### config.mk
export PLATFORM = sky130hd
export DESIGN_NAME = hptv_sincos
export DESIGN_NICKNAME = d
export VERILOG_FILES = /design/src/rtl/hit_position_to_voxel_top_assert.svh /design/src/rtl/hptv_pkg.sv /design/src/rtl/hptv_sincos.sv
export SDC_FILE = /design/constraint.sdc
export NUM_CORES = 2
export LEC_CHECK = 0
export ABC_CLOCK_PERIOD_IN_PS = 17700
export BUFFER_PORTS_ARGS = -buffer_cell sky130_fd_sc_hd__buf_2
export CELL_PAD_IN_SITES_DETAIL_PLACEMENT = 1
export CELL_PAD_IN_SITES_GLOBAL_PLACEMENT = 1
export CORE_MARGIN = 5
export CORE_UTILIZATION = 50
export DETAILED_ROUTE_END_ITERATION = 8
export GPL_ROUTABILITY_DRIVEN = 0
export PLACE_DENSITY = 0.76
export SLEW_MARGIN = 30
export SYNTH_ARGS = -nofsm -noshare
export SYNTH_HDL_FRONTEND = slang
export SYNTH_SLANG_ARGS = --single-unit
### constraint.sdc
create_clock -name i_clk -period 17.7 [get_ports i_clk]
set_input_delay 0.885 -clock i_clk [delete_from_list [all_inputs] [get_ports i_clk]]
set_output_delay 0.885 -clock i_clk [all_outputs]
set_load 0.01 [all_outputs]
### src/rtl/hit_position_to_voxel_top_assert.svh
// Assertion macros for the hit position to voxel block.
// Needs i_clk and i_rst_n in the scope of the module that uses them.
`ifndef HIT_POSITION_TO_VOXEL_TOP_ASSERT_SVH
`define HIT_POSITION_TO_VOXEL_TOP_ASSERT_SVH

// check cons in the same cycle as ante
`define HPTV_ASSERT_IMP(lbl, ante, cons, msg) \
    lbl: assert property (@(posedge i_clk) disable iff (!i_rst_n) (ante) |-> (cons)) \
        else $error(msg);

// check cons in the cycle after ante
`define HPTV_ASSERT_NXT(lbl, ante, cons, msg) \
    lbl: assert property (@(posedge i_clk) disable iff (!i_rst_n) (ante) |=> (cons)) \
        else $error(msg);

`endif

### src/rtl/hptv_pkg.sv
// Shared types, widths and constants of the hit position to voxel block.
// No dependencies.
`timescale 1ns / 1ps
package hptv_pkg;

    localparam int BARS_PER_PLANE_DEF = 50;
    localparam int DOUBLE_PLANES_DEF  = 30;
    localparam int BAR_LENGTH_DEF     = 16000;

    localparam int LW  = 20;  // length fields
    localparam int AW  = 16;  // angles and Q1.15 values
    localparam int CW  = 27;  // coordinates through the rotations
    localparam int PW  = 43;  // one rotation product
    localparam int SW  = 44;  // sum of two products
    localparam int EW  = 24;  // extent
    localparam int DW  = EW + 1;  // twice the extent
    localparam int D2W = 30;  // doubled shifted distance
    localparam int NW  = 33;  // dividend
    localparam int QW  = 8;   // quotient
    localparam int VW  = 6;   // voxel index

    localparam logic [16:0] SIN_A = 17'd102944;
    localparam logic [15:0] SIN_B = 16'd42047;
    localparam logic [12:0] SIN_C = 13'd4640;

    localparam logic [3:0] REG_CENTER_X = 4'd0;
    localparam logic [3:0] REG_CENTER_Y = 4'd1;
    localparam logic [3:0] REG_FRONT_Z  = 4'd2;
    localparam logic [3:0] REG_ANGLE_X  = 4'd3;
    localparam logic [3:0] REG_ANGLE_Y  = 4'd4;
    localparam logic [3:0] REG_ANGLE_Z  = 4'd5;
    localparam logic [3:0] REG_PITCH_XY = 4'd6;
    localparam logic [3:0] REG_PITCH_Z  = 4'd7;

    typedef logic signed [CW-1:0] t_coord;

    typedef struct packed {
        t_coord x;
        t_coord y;
        t_coord z;
    } t_vec;

    typedef struct packed {
        logic en_a;
        logic en_b;
    } t_cell_ctl;

    typedef struct packed {
        logic [NW-1:0] rem;
        logic [DW-1:0] den;
        logic [QW-1:0] quo;
        logic          fix;
    } t_div;

endpackage

### src/rtl/hptv_sincos.sv
// Four stage Q1.15 sine of a binary angle, polynomial on the quarter turn.
// Depends on hptv_pkg.
`timescale 1ns / 1ps
module hptv_sincos import hptv_pkg::*; (
    input  logic                 i_clk,
    input  logic [AW-1:0]        i_angle,
    output logic signed [AW-1:0] o_val
);

    logic [1:0]  q0;
    logic [14:0] r0;
    logic [14:0] rr;
    logic [29:0] sq;
    logic [27:0] pc;
    logic [30:0] pm;
    logic [31:0] ps;
    logic [16:0] s4;
    logic [14:0] sat;

    logic [1:0]  r_q1, r_q2, r_q3;
    logic [14:0] r_r1, r_r2, r_r3;
    logic [14:0] r_y21, r_y22;
    logic [15:0] r_inner2;
    logic [16:0] r_mid3;
    logic signed [AW-1:0] r_val;

    always_comb begin
        q0  = i_angle[15:14];
        r0  = {1'b0, i_angle[13:0]};
        rr  = q0[0] ? (15'd16384 - r0) : r0;
        sq  = {15'd0, rr} * {15'd0, rr};
        pc  = {13'd0, r_y21} * {15'd0, SIN_C};
        pm  = {16'd0, r_y22} * {15'd0, r_inner2};
        ps  = {17'd0, r_r3} * {15'd0, r_mid3};
        s4  = ps[31:15];
        sat = (s4 > 17'd32767) ? 15'h7fff : s4[14:0];
    end

    always_ff @(posedge i_clk) begin
        r_q1     <= q0;
        r_r1     <= rr;
        r_y21    <= sq[28:14];
        r_q2     <= r_q1;
        r_r2     <= r_r1;
        r_y22    <= r_y21;
        r_inner2 <= SIN_B - pc[27:14] * 16'd1;
        r_q3     <= r_q2;
        r_r3     <= r_r2;
        r_mid3   <= SIN_A - {1'b0, pm[29:14]};
        r_val    <= r_q3[1] ? -$signed({1'b0, sat}) : $signed({1'b0, sat});
    end

    assign o_val = r_val;

endmodule

==> run summary <==
Outcome -> complete, no violations
CTS Hold Bufs -> 0
TritonCTS clock tree -> done
Synth-to-layout area growth -> 5.25%
Setup bufs post-CTS -> 0
Most used cell, CP -> fa_1
Largest net degree at the start of global routing -> 27
Sink Count -> 127
Worst-Margin Slew -> 1010 ps
Die area -> 57600 µm²
Final wirelength -> 69.4 mm
Mapped Area -> 26400 µm²
# H-tree levels -> 4
Share of the synthesized area in the top cell type -> 0.389
# IOs -> 33
Hold Crit Class -> reg -> reg
Mapped Avg Cell Area -> 9.23 µm²
First-pass GRT wire length -> 117 mm
Skew final -> 10.6 ps
Layout cells sized above 1 -> 0.0403
Fin crit share -> 0.487
Maximum root-to-sink buffer count -> 2
Post-synth EDFFs -> 0
RR Endpoint -> o_val[8]
Num CTS Buffers -> 17
Worst rel slew slack -> 0.323
Post-DP HPWL -> 56.2 mm
Synth unique cells -> 90
Gate Count Post-Synth -> 2864
CP max stage cell -> xnor2_1
Antenna-violating nets left -> 0
CP startpoint -> i_angle[0]
RSZ-0062 raised after global routing -> no
Maximum clock frequency -> 116 MHz
Vert. Die Dim -> 240 µm
Reg clk slew, reported paths -> 60 ps
# Max-Cap Violations -> 0
Ys async rst share -> 0
Resized Gates After CTS -> 0
Initial antenna violation count -> 1
Total gr overflow -> 0
Most frequent cells in the layout -> inv_1 (581), fa_1 (514), nand2_1 (334), ha_1 (317), and2_1 (253)
Commonest non-fill, non-tap cell in the layout -> inv_1
Root Driver -> clkbuf_16
Pre-antenna DRT Iters -> 4
Crit-path max FO -> 10
Tot GR Track Use -> 0.254
Grt peak-use layer -> met2
Post-DR wirelength/cell -> 19.6 µm
Synth area leader -> fa_1
Nets@finish -> 3692
FF-to-FF setup slack -> 9450 ps
#FFs+latches synth -> 127
FF-to-FF Start -> r_r3[8]
Setup violators final -> 0
Initial Util -> 0.504
Met3 GRT Util -> 0.0341
Final hold violation count -> 0
Vias -> 19400
Setup crit end -> r_y21[14]
Die X -> 240 µm
Period minus WS final -> 8630 ps
GR Util met1 -> 0.321
Placeable Area -> 52400 µm²
Setup TNS -> 0 ps
Reg2Reg Depth -> 28
Synth area leaders -> fa_1 (39%), ha_1 (15%), dfxtp_1 (9.6%)
Synth Flop Type -> dfxtp_1
CP Data Required Time -> 18050 ps
Clk Latency, worst-skew pair -> 470 ps
Slowest stage delay, CP -> 790 ps
Placement row count -> 84
Residual DRC -> 0
Kind of critical path -> in -> reg
Max-slew violations -> 0
Iter 0 DRT Violations -> 799
Port Buffer Count -> 32
Vias per cell -> 5.48
Yosys warnings -> 0
WP data arrival -> 8970 ps
CP Launch Type -> primary input
Seq/Total Area, Yosys -> 0.0961
Met2 Use GR -> 0.458
Vias in the first global route -> 22900
Crit end category -> flop
==> flip-flops by register name, summed over array words and instances, names as in the netlist, 15 cells and up <==
| name | cells |
|---|---|
| r_r3 | 15 |
| r_y21 | 15 |
| r_r2 | 15 |
| r_mid3 | 17 |
| r_inner2 | 16 |
| r_y22 | 15 |
| o_val | 16 |
| r_r1 | 15 |
==> worst min-delay path by stage <==
stage	to	startpoint	cells past startpoint	slack, ps
floorplan	r_q2[1]	r_q1[1]	0	310
global placement	r_r3[3]	r_r2[3]	0	310
detailed placement	r_r3[14]	r_r2[14]	0	310
CTS	r_r3[12]	r_r2[12]	0	330
global route	r_r3[13]	r_r2[13]	0	330
finish	r_r3[12]	r_r2[12]	0	320
==> cells by family after synthesis <==
kind of cell / count (synthesis) / share of synthesized area
buffers and inverters: 681 / 0.0975
AND/OR/NAND/NOR: 861 / 0.161
XOR/XNOR: 94 / 0.0320
flip-flops: 127 / 0.0961
other: 2 / 0.000284
adder cells (fa/ha/maj): 831 / 0.539
multiplexers: 7 / 0.00298
AO/OA/AOI/OAI: 261 / 0.0713
==> through the flow <==
stage / worst slack, ps / instance area [µm²] / hold slack, ps / util / std cells
floorplan: 9570 / 26500 / 310 / - / 2872
global placement: 9110 / 27200 / 310 / 0.519 / 3513
detailed placement: 8780 / 27200 / 313 / 0.519 / 3513
CTS: 9190 / 27800 / 325 / 0.531 / 3544
global route: 8760 / 27800 / 333 / 0.531 / 3544
finish: 9070 / 27800 / 325 / 0.531 / 3545
==> layout make-up <==
class                      instances  area (µm²)
fill                            6012       24600
multi-input combinational       2064       21400
sequential                       127        2540
inverter                         587        2200
tap                              688         861
clock buffer                      18         439
timing repair buffer              47         273
clock inverter                    13         156
antenna                            1        2.50
==> Yosys cell counts (all sizes together) (5+ instances only) <==
master  number
inv        582
fa         514
nand2      334
ha         317
and2       253
dfxtp      127
nor2       122
clkbuf      88
a21oi       65
xnor2       64
o21ai       39
a21o        34
xor2        30
nand3       27
nor2b       19
nor3        19
nand2b      16
o21a        15
nand4       13
or3         13
and3        11
o211ai      11
a31oi       10
nor4        10
a211oi       8
o41ai        7
a211o        6
buf          6
o21bai       6
o22ai        6
o31ai        6
a41oi        5
clkinv       5
nand3b       5
or2          5
==> critical path: cells and delay by family <==
family	cells	cell delay [ps]
AOI/OAI and AO/OA	6	1230
buffers and inverters	5	1060
xor gates and xnor gates	2	930
and+or+nand+nor	4	1130
adders and majority gates	8	3730
==> layer usage <==
layer / vias to the layer above / wire [µm]
li1: 8787 / -
met1: 10100 / 28700
met2: 394 / 36100
met3: 139 / 2840
met4: 2 / 1670
met5: - / 13
Power is left out: the tool's default activity adds up to more than one toggle a clock period on the data nets, which glitch-free logic cannot reach.
