$ cat src/rtl/hit_position_to_voxel_top_assert.svh
// Assertion macros for the hit position to voxel block.
// Needs i_clk and i_rst_n in the scope of the module that uses them.
`ifndef HIT_POSITION_TO_VOXEL_TOP_ASSERT_SVH
`define HIT_POSITION_TO_VOXEL_TOP_ASSERT_SVH

// check cons in the same cycle as ante
`define HPTV_ASSERT_IMP(lbl, ante, cons, msg) \
    lbl: assert property (@(posedge i_clk) disable iff (!i_rst_n) (ante) |-> (cons)) \
        else $error(msg);

// check cons in the cycle after ante
`define HPTV_ASSERT_NXT(lbl, ante, cons, msg) \
    lbl: assert property (@(posedge i_clk) disable iff (!i_rst_n) (ante) |=> (cons)) \
        else $error(msg);

`endif

$ cat src/rtl/hptv_pkg.sv
// Shared types, widths and constants of the hit position to voxel block.
// No dependencies.
`timescale 1ns / 1ps
package hptv_pkg;

    localparam int BARS_PER_PLANE_DEF = 50;
    localparam int DOUBLE_PLANES_DEF  = 30;
    localparam int BAR_LENGTH_DEF     = 16000;

    localparam int LW  = 20;  // length fields
    localparam int AW  = 16;  // angles and Q1.15 values
    localparam int CW  = 27;  // coordinates through the rotations
    localparam int PW  = 43;  // one rotation product
    localparam int SW  = 44;  // sum of two products
    localparam int EW  = 24;  // extent
    localparam int DW  = EW + 1;  // twice the extent
    localparam int D2W = 30;  // doubled shifted distance
    localparam int NW  = 33;  // dividend
    localparam int QW  = 8;   // quotient
    localparam int VW  = 6;   // voxel index

    localparam logic [16:0] SIN_A = 17'd102944;
    localparam logic [15:0] SIN_B = 16'd42047;
    localparam logic [12:0] SIN_C = 13'd4640;

    localparam logic [3:0] REG_CENTER_X = 4'd0;
    localparam logic [3:0] REG_CENTER_Y = 4'd1;
    localparam logic [3:0] REG_FRONT_Z  = 4'd2;
    localparam logic [3:0] REG_ANGLE_X  = 4'd3;
    localparam logic [3:0] REG_ANGLE_Y  = 4'd4;
    localparam logic [3:0] REG_ANGLE_Z  = 4'd5;
    localparam logic [3:0] REG_PITCH_XY = 4'd6;
    localparam logic [3:0] REG_PITCH_Z  = 4'd7;

    typedef logic signed [CW-1:0] t_coord;

    typedef struct packed {
        t_coord x;
        t_coord y;
        t_coord z;
    } t_vec;

    typedef struct packed {
        logic en_a;
        logic en_b;
    } t_cell_ctl;

    typedef struct packed {
        logic [NW-1:0] rem;
        logic [DW-1:0] den;
        logic [QW-1:0] quo;
        logic          fix;
    } t_div;

endpackage

$ cat src/rtl/hptv_div_cell.sv
// One restoring divider cell: settles one quotient bit and passes the remainder on.
// Depends on hptv_pkg.
`timescale 1ns / 1ps
module hptv_div_cell import hptv_pkg::*; #(
    parameter int BIT = 0
) (
    input  logic i_clk,
    input  logic i_en,
    input  t_div i_d,
    output t_div o_d
);

    logic [NW-1:0] ds;
    logic          take;
    t_div          n_d;
    t_div          r_d;

    always_comb begin
        ds   = NW'(i_d.den) << BIT;
        take = !i_d.fix && (i_d.rem >= ds);
        n_d  = i_d;
        if (take) begin
            n_d.rem      = i_d.rem - ds;
            n_d.quo[BIT] = 1'b1;
        end
    end

    always_ff @(posedge i_clk) begin
        if (i_en) begin
            r_d <= n_d;
        end
    end

    assign o_d = r_d;

endmodule

$ cat config.mk
export PLATFORM = sky130hd
export DESIGN_NAME = hptv_div_cell
export DESIGN_NICKNAME = d
export VERILOG_FILES = /design/src/rtl/hit_position_to_voxel_top_assert.svh /design/src/rtl/hptv_pkg.sv /design/src/rtl/hptv_div_cell.sv
export SDC_FILE = /design/constraint.sdc
export NUM_CORES = 1
export LEC_CHECK = 0
export ABC_AREA = 1
export BUFFER_PORTS_ARGS = -buffer_cell sky130_fd_sc_hd__buf_2
export CAP_MARGIN = 0
export CORE_ASPECT_RATIO = 1.75
export CORE_MARGIN = 5
export CORE_UTILIZATION = 40
export CTS_CLUSTER_DIAMETER = 80
export DETAILED_ROUTE_END_ITERATION = 8
export HOLD_SLACK_MARGIN = 0.12
export SYNTH_ARGS = -nofsm -noshare
export SYNTH_HDL_FRONTEND = slang
export SYNTH_SLANG_ARGS = --single-unit
$ cat constraint.sdc
create_clock -name i_clk -period 3.55 [get_ports i_clk]
set_input_delay 0.5325 -clock i_clk [delete_from_list [all_inputs] [get_ports i_clk]]
set_output_delay 0.5325 -clock i_clk [all_outputs]
set_load 0.05 [all_outputs]
==> results of run 1 <==
-- layer usage --
| metal | track usage, % | up-vias | share of wire, % |
|---|---|---|---|
| li1 | - | 2495 | - |
| met2 | 41.1 | 115 | 56 |
| met4 | 10.8 | 0 | 4.9 |
| met5 | 0 | - | 0 |
| met1 | 20.2 | 2110 | 34 |
| met3 | 4.16 | 33 | 4.7 |
-- worst paths after layout --
path | depth (start not counted) | endpoint | startpoint
setup / recovery | 14 | o_d[39] | i_d[26]
hold / removal | 1 | o_d[2] | i_d[2]
-- Yosys cell counts, drive strengths merged, types with 2 or more instances --
cell type    n  area [sq um]
edfxtp      67          2010
nand3b       4          30.0
and2         8          50.1
nor2        41           184
inv        143           537
ha          25           313
nand3       50           260
nor3         4          20.0
nand4       10          62.6
clkbuf       2          7.51
a21oi       14          85.1
buf          5          52.5
nand2      321          1270
o21ai        2          10.0
xor2        14           123
-- area by class of cell --
class / count / area [sq um]
fillers: 1320 / 6180
multi-input cells: 498 / 2460
flip-flops and latches: 67 / 2010
repair buffers: 137 / 703
inverters: 144 / 541
clock buffers: 9 / 225
well taps: 168 / 210
clock inverters: 7 / 97.6
-- cells by family after synthesis --
kind of cell             after synthesis  share of synthesized area, %
XOR/XNOR                              15                          2.59
flip-flops                            67                          39.7
buffers and inverters                151                          11.8
AND/OR/NAND/NOR                      440                          37.3
AO/OA/AOI/OAI                         17                          2.02
adder cells (fa/ha/maj)               26                          6.56
-- report_power, final --
group,total [mW],switching (mW),internal (mW)
combinational,0.860,0.633,0.227
clock,0.983,0.363,0.620
sequential,0.978,0.0152,0.963
total,2.82,1.01,1.81
==> impl_metrics.yaml, run 1 <==
run_status:
  status: "finished, final reports clean"
yosys:
  synth-main-ff-cell: "edfxtp_1"
  ys_types: 32
  synthArstFlopShare_pct: 0
  seq_area_frac_synth_pct: 39.7
  synth_edf_count: 67
  syn_area_sq_um: 5070
  yosys_register_bits: 67
  synth_nets: 811
  syn_inst: 716
  yosysWarnings: 0
  syn_avg_cell_area_sq_um: 7.08
drt:
  remaining_drc_errors: 0
  num_vias: 4753
  first_pass_iters: 4
  vias_per_cell: 4.61
  routedWlPerCell_microns: 15.4
  ant_nets: 0
  drt-initial-drc-count: 147
  wl_microns: 15800
sta:
  fmax_mhz: 393
  fin_ws_ns: 1.01
  relSlewSlack_pct: 63.8
  rsz0062_at_grt: "no"
  setup_viol: 0
  fin_crit_sh_pct: 71.6
  fin_tns_setup_ns: 0
  holdWs_ns: 0.368
  period_needed_ns: 2.54
  drv_slew: 0
  finalHoldViolCount: 0
  worst_pin_slew_ns: 0.543
worst_setup_path:
  cp.buffers_inverters: 2
  cp.arrival_ns: 2.63
  worstSetupPathType: "input pin to register"
  path_cells: "buf_2, inv_1, ha_1, nand2_1, nor2_2, nand2_1, nor2_2, nand2_1, nand3_2, nor2_4, nand2_8, nand2_4, nand2_1, nand2_1"
  cpMaxStageDelayCell: "ha_1"
  crit_required_ns: 3.63
  crit_family: "simple AND/OR/NAND/NOR gates"
  crit_path_frequent_cell: "nand2_1"
  critPathLaunchType: "input pin"
  slowest_delay_ns: 0.41
  cp_max_fo: 34
  cp-end-kind: "register"
cells_and_area:
  final_core_util_pct: 50.3
  final_cell_mix: "nand2_1, inv_1, buf_2"
  final_common_cell: "nand2_1"
  syn_to_final_growth_pct: 23.2
  largest_reg_flops: 67
  final_cells: 1030
  finish.instance_area_sq_um: 6250
  drive_above_1_share_pct: 21.6
  nets: 952
  antenna_cells: 0
clocking:
  path_clk_slew_ns: 0.06
  cts_max_level: 3
  cts-hold-fix-buffers: 0
  cts_tree: "yes"
  numCtsBuffers: 9
  cts_root_buf: "clkbuf_16"
  cts.sinks: 67
  cts_resized: 0
  cts.path.max_buffers: 2
  post-cts-setup-buffers: 0
placed_design:
  dp_cells: 1014
  io_buffers: 135
  gp_congestion: 0.916
  dp_hpwl_microns: 13100
  placed_area_sq_um: 5930
  post-place-ws_ns: 0.638
global_routing:
  grt-ovfl-total: 0
  first_global_vias: 4845
  antenna_found_initial: 0
  track_usage_pct: 21.3
  grt_max_degree: 68
  grt_pass1_wl_microns: 24500
floorplanning:
  core.rowCount: 54
  initial_core_util_pct: 40.8
  ios: 136
  die_y_microns: 159
  fp.coreArea_sq_um: 12400
  die_area_sq_um: 15100
  die_w_microns: 95.1
job:
  cap_violations: 0
pwr:
  p_leak_nw: 3.45
  power.total_mw: 2.82
  pwr_density_cell_nw_per_um2: 452
  ir_drop_mv: 0.251
min_path:
  worstHoldPathType: "input pin to register"
No activity file was read; power rests on OpenSTA's default activity.
==> inputs of run 2 (changes only) <==
- PLACE_DENSITY: default -> 0.66
- clock period: 3.55 -> 2.22 ns (I/O delays scaled with it)
==> impl_metrics.yaml, run 2 (same netlist as run 1, synthesis figures left out) <==
worst_setup_path:
  crit_required_ns: 2.32
  cpMaxStageDelayCell: "ha_1"
  critPathLaunchType: "input pin"
  cp_max_fo: 4
  crit_path_frequent_cell: "nand2_1"
  cp.arrival_ns: 2.15
  cp-end-kind: "register"
  path_cells: "buf_2, inv_1, ha_1, nand2_1, nor2_1, o21ai_0, nand2_1, nand2_1, nand2_1, nand2_1, nand3_1, nand2_1, nand2_1, nand2_1"
  worstSetupPathType: "input pin to register"
  slowest_delay_ns: 0.37
job:
  cap_violations: 0
clocking:
  path_clk_slew_ns: 0.06
  cts_root_buf: "clkbuf_16"
  cts.sinks: 67
  cts-hold-fix-buffers: 0
  cts_tree: "yes"
  cts_max_level: 3
  cts_resized: 0
  cts.path.max_buffers: 2
  numCtsBuffers: 9
  post-cts-setup-buffers: 0
pwr:
  power_frac_comb_pct: 33.0
  p_sw_share_pct: 35.3
  ir_drop_mv: 0.489
  p_leak_nw: 3.84
  clkPwrFrac_pct: 33.7
  internal_power_mw: 3.04
  pwr_density_cell_nw_per_um2: 683
  seq_power_share_pct: 33.3
  p_switching_mw: 1.66
cells_and_area:
  final_core_util_pct: 55.4
  final_common_cell: "nand2_1"
  largest_reg_flops: 67
  final_cell_mix: "nand2_1, inv_1, buf_2"
  nets: 1030
  drive_above_1_share_pct: 28.1
  syn_to_final_growth_pct: 35.7
  antenna_cells: 0
sta:
  period_needed_ns: 2.05
  finalHoldViolCount: 0
  drv_slew: 0
  relSlewSlack_pct: 74.7
  setup_viol: 0
  fin_crit_sh_pct: 92.2
  rsz0062_at_grt: "no"
  fmax_mhz: 488
  holdWs_ns: 0.168
  worst_pin_slew_ns: 0.380
drt:
  ant_nets: 0
  vias_per_cell: 4.54
  remaining_drc_errors: 0
  first_pass_iters: 4
  routedWlPerCell_microns: 13.9
  drt-initial-drc-count: 124
  num_vias: 5025
  wl_microns: 15400
floorplanning:
  initial_core_util_pct: 40.8
  die_y_microns: 159
  core.rowCount: 54
  die_area_sq_um: 15100
  fp.coreArea_sq_um: 12400
  die_w_microns: 95.1
  ios: 136
min_path:
  worstHoldPathType: "input pin to register"
global_routing:
  track_usage_pct: 21.0
  grt_max_degree: 68
  grt_pass1_wl_microns: 24100
  grt-ovfl-total: 0
  antenna_found_initial: 0
  first_global_vias: 4908
placed_design:
  gp_congestion: 0.957
  dp_hpwl_microns: 13000
  io_buffers: 135
run_status:
  status: "finished, final reports clean"
[run 2: cell count changes in the layout (fill, tap and decap cells not counted)]
cell	previous run	this run
buf_4	1	75
buf_12	1	5
[run 2: layout make-up]
| class | count | area, sq um |
|---|---|---|
| clock buffer | 9 | 225 |
| clock inverter | 7 | 97.6 |
| fill | 1305 | 5550 |
| inverter | 144 | 541 |
| multi-input combinational | 498 | 2460 |
| sequential | 67 | 2010 |
| tap | 168 | 210 |
| timing repair buffer | 215 | 1340 |
[run 2: layer usage]
| layer | wire (microns) | up-vias | part of all wire [%] | GRT usage, % |
|---|---|---|---|---|
| li1 | - | 2646 | - | - |
| met1 | 5310 | 2250 | 34 | 19.8 |
| met2 | 8950 | 98 | 58 | 41.5 |
| met3 | 548 | 31 | 3.5 | 3.55 |
| met4 | 629 | 0 | 4.1 | 9.79 |
| met5 | 0 | - | 0 | 0 |
[run 2: power groups by stage]
stage                     clock network, mW  logic (mW)  registers, mW
after floorplan                           0       0.554           2.03
after global placement                    0        1.55           1.59
after detailed placement                  0        1.56           1.59
after CTS                              1.63        1.57           1.57
after global routing                   1.68        1.69           1.57
final                                  1.59        1.55           1.56
[run 2: critical path, delay by kind of cell]
| family | cells | cell delay [ns] |
|---|---|---|
| and+or+nand+nor | 10 | 1.18 |
| buffers and inverters | 2 | 0.13 |
| adders and majority gates | 1 | 0.37 |
| AOI/OAI and AO/OA | 1 | 0.14 |
[run 2: path summary, 6_finish.rpt]
path                    start  depth (start not counted)      end
worst max-delay path  i_d[16]                         14  o_d[62]
worst min-delay path   i_d[2]                          1   o_d[2]
[run 2: metrics by stage]
stage	instance area [sq um]	total power [mW]	instances	worst slack [ns]	TNS [ns]
after global placement	6560	3.14	1092	-0.197	-4.72
after detailed placement	6560	3.15	1092	-0.188	-5.57
final	6880	4.70	1108	0.172	0
after global routing	6880	4.94	1108	0.000595	0
after floorplan	5070	2.59	716	0.254	0
after CTS	6880	4.76	1108	0.162	0
